`src/rtl/brhs_pkg.sv`:
```
// Shared types and constants for the boundary reflect heading step block.
`timescale 1ns / 1ps
`default_nettype none

package brhs_pkg;

  localparam int HEAD_W  = 16;
  localparam int RND_W   = 16;
  localparam int POS_W   = 32;
  localparam int VEL_W   = 24;
  localparam int KG_W    = 30;
  localparam int PROD_W  = VEL_W + KG_W;   // velocity times gain, unsigned
  localparam int VEC_W   = PROD_W + 3;     // signed vector with room for CORDIC growth
  localparam int FRAC_SH = 30;             // gain is Q30
  localparam int DELTA_W = VEC_W - FRAC_SH;
  localparam int TAB_N   = 24;

  // Limit CORDIC gain compensation, Q30.
  localparam logic [KG_W-1:0] KGAIN_Q30 = KG_W'(652032874);

  // Heading faces away from the wall; binary angle, 65536 is a full turn.
  localparam logic [HEAD_W-1:0] BASE_EAST    = 16'd32768;
  localparam logic [HEAD_W-1:0] BASE_WEST    = 16'd0;
  localparam logic [HEAD_W-1:0] BASE_NORTH   = 16'd49152;
  localparam logic [HEAD_W-1:0] BASE_SOUTH   = 16'd16384;
  localparam logic [HEAD_W-1:0] MINUS_QUARTER = 16'd49152;

  typedef enum logic [2:0] {
    WALL_NONE  = 3'd0,
    WALL_EAST  = 3'd1,
    WALL_WEST  = 3'd2,
    WALL_NORTH = 3'd3,
    WALL_SOUTH = 3'd4
  } wall_t;

  // Configuration register indexes (word address).
  localparam logic REG_VELOCITY = 1'b0;

  localparam logic [VEL_W-1:0] VELOCITY_RESET = 24'd65536;

  // atan(2^-i) in 2^-32 turn units.
  localparam logic [31:0] ATAN_TURNS32 [TAB_N] = '{
    32'h20000000, 32'h12E4051E, 32'h09FB385B, 32'h051111D4, 32'h028B0D43,
    32'h0145D7E1, 32'h00A2F61E, 32'h00517C55, 32'h0028BE53, 32'h00145F2F,
    32'h000A2F98, 32'h000517CC, 32'h00028BE6, 32'h000145F3, 32'h0000A2F9,
    32'h0000517C, 32'h000028BE, 32'h0000145F, 32'h00000A2F, 32'h00000517,
    32'h0000028B, 32'h00000145, 32'h000000A2, 32'h00000051
  };

  typedef struct packed {
    logic [2:0]             wall_hit;
    logic [RND_W-1:0]       random_fraction;
    logic [HEAD_W-1:0]      heading_in;
    logic signed [POS_W-1:0] pos_x_in;
    logic signed [POS_W-1:0] pos_y_in;
  } agent_t;

  typedef struct packed {
    logic [HEAD_W-1:0]       heading_out;
    logic signed [POS_W-1:0] pos_x_out;
    logic signed [POS_W-1:0] pos_y_out;
    logic                    saturated;
  } step_t;

  // Fields that ride along the rotation pipeline untouched.
  typedef struct packed {
    logic [HEAD_W-1:0]       heading;
    logic signed [POS_W-1:0] pos_x;
    logic signed [POS_W-1:0] pos_y;
  } side_t;

endpackage

`default_nettype wire

```
`src/rtl/brhs_cordic_stage.sv`:
```
// One registered micro-rotation of the rotation-mode CORDIC.
`timescale 1ns / 1ps
`default_nettype none

module brhs_cordic_stage
  import brhs_pkg::*;
#(
  parameter int IDX        = 0,
  parameter int ANGLE_BITS = 16
) (
  input  wire                          clk,
  input  wire                          rst,
  input  wire                          load,
  input  wire                          valid_in,
  input  side_t                        side_in,
  input  wire signed [VEC_W-1:0]       x_in,
  input  wire signed [VEC_W-1:0]       y_in,
  input  wire signed [ANGLE_BITS-1:0]  z_in,
  output logic                         valid,
  output side_t                        side,
  output logic signed [VEC_W-1:0]      x,
  output logic signed [VEC_W-1:0]      y,
  output logic signed [ANGLE_BITS-1:0] z
);

  localparam logic signed [ANGLE_BITS-1:0] T =
    ANGLE_BITS'(ATAN_TURNS32[IDX] >> (32 - ANGLE_BITS));

  logic signed [VEC_W-1:0]      xs;
  logic signed [VEC_W-1:0]      ys;
  logic signed [VEC_W-1:0]      x_next;
  logic signed [VEC_W-1:0]      y_next;
  logic signed [ANGLE_BITS-1:0] z_next;

  always_comb begin
    xs = x_in >>> IDX;
    ys = y_in >>> IDX;
    if (!z_in[ANGLE_BITS-1]) begin
      x_next = x_in - ys;
      y_next = y_in + xs;
      z_next = z_in - T;
    end else begin
      x_next = x_in + ys;
      y_next = y_in - xs;
      z_next = z_in + T;
    end
  end

  always_ff @(posedge clk) begin
    if (rst) begin
      valid <= 1'b0;
    end else if (load) begin
      valid <= valid_in;
    end
  end

  always_ff @(posedge clk) begin
    if (load) begin
      side <= side_in;
      x    <= x_next;
      y    <= y_next;
      z    <= z_next;
    end
  end

endmodule

`default_nettype wire

```
`config.mk`:
```
export PLATFORM = sky130hd
export DESIGN_NAME = brhs_cordic_stage
export DESIGN_NICKNAME = d
export VERILOG_FILES = /design/src/rtl/brhs_pkg.sv /design/src/rtl/brhs_cordic_stage.sv
export SDC_FILE = /design/constraint.sdc
export NUM_CORES = 1
export LEC_CHECK = 0
export BUFFER_PORTS_ARGS = -buffer_cell sky130_fd_sc_hd__buf_2
export CAP_MARGIN = 10
export CORE_MARGIN = 2
export CORE_UTILIZATION = 42
export DETAILED_ROUTE_END_ITERATION = 12
export PLACE_DENSITY_LB_ADDON = 0.12
export SLEW_MARGIN = 20
export SYNTH_ARGS = -nofsm -noshare
export SYNTH_HDL_FRONTEND = slang
export SYNTH_SLANG_ARGS = --single-unit
```
`constraint.sdc`:
```
create_clock -name clk -period 10.4 [get_ports clk]
set_input_delay 3.12 -clock clk [delete_from_list [all_inputs] [get_ports clk]]
set_output_delay 3.12 -clock clk [all_outputs]
set_load 0.05 [all_outputs]
```
==> qor.json <==
{
  "final_net_count": {"value": 2690},
  "clock_skew": {"value": 0, "unit": "ps"},
  "cts_max_level": {"value": 1},
  "hold_path_depth": {"value": 2},
  "grt_start_max_net_pins": {"value": 84},
  "tritoncts": {"value": "yes"},
  "vdd.ir_drop.worst": {"value": 137, "unit": "uV"},
  "relSlewSlack": {"value": 30.9, "unit": "%"},
  "worstSkewPairLatency": {"value": 560, "unit": "ps"},
  "routed_wl": {"value": 65.4, "unit": "mm"},
  "synthCells": {"value": 1918},
  "initialDrtViolationCount": {"value": 1707},
  "core.rowCount": {"value": 74},
  "timing_worst_setup_path_type": {"value": "in2reg"},
  "cts_made_buffers": {"value": 25},
  "p_leak": {"value": 8.95, "unit": "nW"},
  "post_cts_resize_count": {"value": 0},
  "crit_fanout": {"value": 12},
  "worstMarginPinSlew": {"value": 1030, "unit": "ps"},
  "grt_setup_unrepaired": {"value": "no"},
  "startpoint_type": {"value": "input port"},
  "vias_per_cell": {"value": 5.76},
  "hold_viol_final": {"value": 0},
  "routedWlPerCell": {"value": 23.0, "unit": "um"},
  "timing.final.crit_share": {"value": 63.1, "unit": "%"},
  "post_synth_edffs": {"value": 209},
  "path_clk_slew": {"value": 60, "unit": "ps"},
  "final_core_util": {"value": 50.6, "unit": "%"},
  "pin_count": {"value": 425},
  "clock_tree.buffer_depth": {"value": 3},
  "drv_cap": {"value": 0},
  "post_synth.cell_area_avg": {"value": 9.08, "unit": "um^2"},
  "root_buffer_master": {"value": "clkbuf_16"},
  "setup_viol_count_final": {"value": 0},
  "cp.arrival": {"value": 6850, "unit": "ps"},
  "netlist-cell-type-count": {"value": 96},
  "drc": {"value": 0},
  "setup_tns_after_final_layout": {"value": 0, "unit": "ps"},
  "worst-r2r-cell-count": {"value": 2},
  "main_flop_type_after_synthesis": {"value": "edfxtp_1"},
  "floorplan.core_area": {"value": 0.0409, "unit": "mm^2"},
  "design.die.area": {"value": 0.0431, "unit": "mm^2"},
  "initial_antenna_violation_count": {"value": 8},
  "max_freq": {"value": 152, "unit": "MHz"},
  "slew_viol_final": {"value": 0},
  "groute.layer.met2.usage": {"value": 49.9, "unit": "%"},
  "route.vias.total": {"value": 16400},
  "wire_length_of_the_first_global_routing_pass": {"value": 97.1, "unit": "mm"},
  "area_delta_synth_final": {"value": 18.9, "unit": "%"},
  "dp_hpwl": {"value": 52.9, "unit": "mm"},
  "firstDrtPassIters": {"value": 5},
  "place.gp.congestion": {"value": 0.969},
  "grt.overflow.total": {"value": 0},
  "synthArstFlopShare": {"value": 0, "unit": "%"},
  "drtAntennaViolNets": {"value": 0},
  "endpoint_kind": {"value": "flip-flop"},
  "syn-cell-area": {"value": 0.0174, "unit": "mm^2"},
  "gr-max-usage-layer": {"value": "met2"},
  "grt_pass1_vias": {"value": 15600},
  "cts.sink_count": {"value": 210},
  "synth-warning-count": {"value": 0},
  "syn_nets": {"value": 2319},
  "cts_hold_buffers": {"value": 0},
  "finalCriticalPeriod": {"value": 6560, "unit": "ps"},
  "die_h": {"value": 208, "unit": "um"},
  "hold_path_class": {"value": "reg2reg"},
  "postCtsSetupRepairBufs": {"value": 0},
  "fp.dieW": {"value": 208, "unit": "um"},
  "critPathRequiredTime": {"value": 10690, "unit": "ps"},
  "initial_core_utilization": {"value": 42.6, "unit": "%"},
  "ratio_of_cells_with_drive_above_1_in_the_final_layout": {"value": 23.0, "unit": "%"},
  "status": {"value": "complete, no violations"},
  "ys_ff_latch": {"value": 210},
  "synth_sequential_area_ratio": {"value": 36.1, "unit": "%"},
  "gr_met3_demand_resource": {"value": 4.19, "unit": "%"},
  "use_met1": {"value": 37.6, "unit": "%"},
  "powerDensity": {"value": 161, "unit": "mW/mm^2"},
  "portBuffers": {"value": 424},
  "track_usage": {"value": 28.9, "unit": "%"}
}
## cells in the final DEF (no fill, tap or decap), drive strengths merged, types with 49 or more instances in the layout
master / instances
a21oi: 244
buf: 427
edfxtp: 209
ha: 183
inv: 184
nand2: 90
nor2: 169
nor3: 49
o21ai: 139
o21bai: 51
xnor2: 104
## registers in the layout, summed over array words and instances, names as in the netlist
register,flops
side,80
z,16
y,56
valid,1
x,57
## per-layer routing
layer	vias to the layer above	part of all wire (%)
li1	7690	-
met1	7825	42
met2	771	48
met3	95	7.1
met4	0	2.8
met5	-	0
## power by group
part	total, W	internal, W	switching (W)
sequential	0.00112	0.00108	0.0000446
combinational	0.00131	0.000354	0.000959
clock	0.000896	0.000523	0.000373
## final cells by class
cell class | count | area (um^2)
Tap cell | 532 | 666
Timing Repair Buffer | 428 | 2160
Clock buffer | 30 | 644
Sequential cell | 210 | 6300
Clock inverter | 16 | 185
Inverter | 188 | 706
Antenna cell | 5 | 12.5
Fill cell | 3962 | 20200
Multi-Input combinational cell | 1436 | 10000
## worst paths after layout
| path | from | to | slack (ps) |
|---|---|---|---|
| worst max-delay path | x_in[6] | y[51]$_DFFE_PP_ | 3840 |
| worst min-delay path | valid$_SDFFE_PP0P_ | valid$_SDFFE_PP0P_ | 490 |
| worst max register to register | valid$_SDFFE_PP0P_ | valid$_SDFFE_PP0P_ | 9820 |
| worst min register to register | valid$_SDFFE_PP0P_ | valid$_SDFFE_PP0P_ | 490 |
## through the flow
stage	total power, W	instance area, um^2	cells	setup WS, ps	hold slack, ps
floorplan	0.00204	17400	1918	4690	733
finish	0.00333	20700	2845	3840	495
CTS	0.00335	20700	2840	4050	498
detailed placement	0.00244	19900	2794	3450	484
global placement	0.00244	19900	2794	3460	475
global route	0.00347	20700	2842	3830	560
## cell families (layout without fill, tap and decap cells)
logic type               Yosys count  count (layout)  share of synthesized area, %
other                              0               5                             0
buffers and inverters            272             662                          6.19
AO/OA/AOI/OAI                    653             653                          24.3
adder cells (fa/ha/maj)          187             187                          13.6
flip-flops                       210             210                          36.1
XOR/XNOR                         108             108                          5.43
AND/OR/NAND/NOR                  461             461                          12.8
multiplexers                      27              27                          1.57
## synth_stat cells, types with 18 or more instances
cell type	instances	area, um^2
ha_1	183	2290
clkbuf_1	46	173
nand4_1	30	188
a21o_1	31	233
nor3_1	46	230
o31ai_1	18	135
edfxtp_1	209	6280
inv_1	178	668
a211oi_1	19	143
nor2_1	169	634
xnor2_1	104	911
nand2_1	85	319
buf_2	21	105
a21oi_1	238	1190
nand3_1	26	130
nor2b_1	18	113
mux2i_1	25	250
o21ai_1	19	95.1
o21bai_1	51	383
o21ai_0	119	596
o211ai_1	18	135
## worst max-delay path, cell delays in order
cell,delay [ps]
buf_2,110
inv_1,50
ha_1,540
nor2b_1,160
or4_4,450
o211ai_2,320
a21boi_1,170
o21ai_1,280
a41oi_1,330
o21ai_1,530
o21ai_0,270
o311a_1,380
xnor2_1,130
No activity file was read; power rests on OpenSTA's default activity.
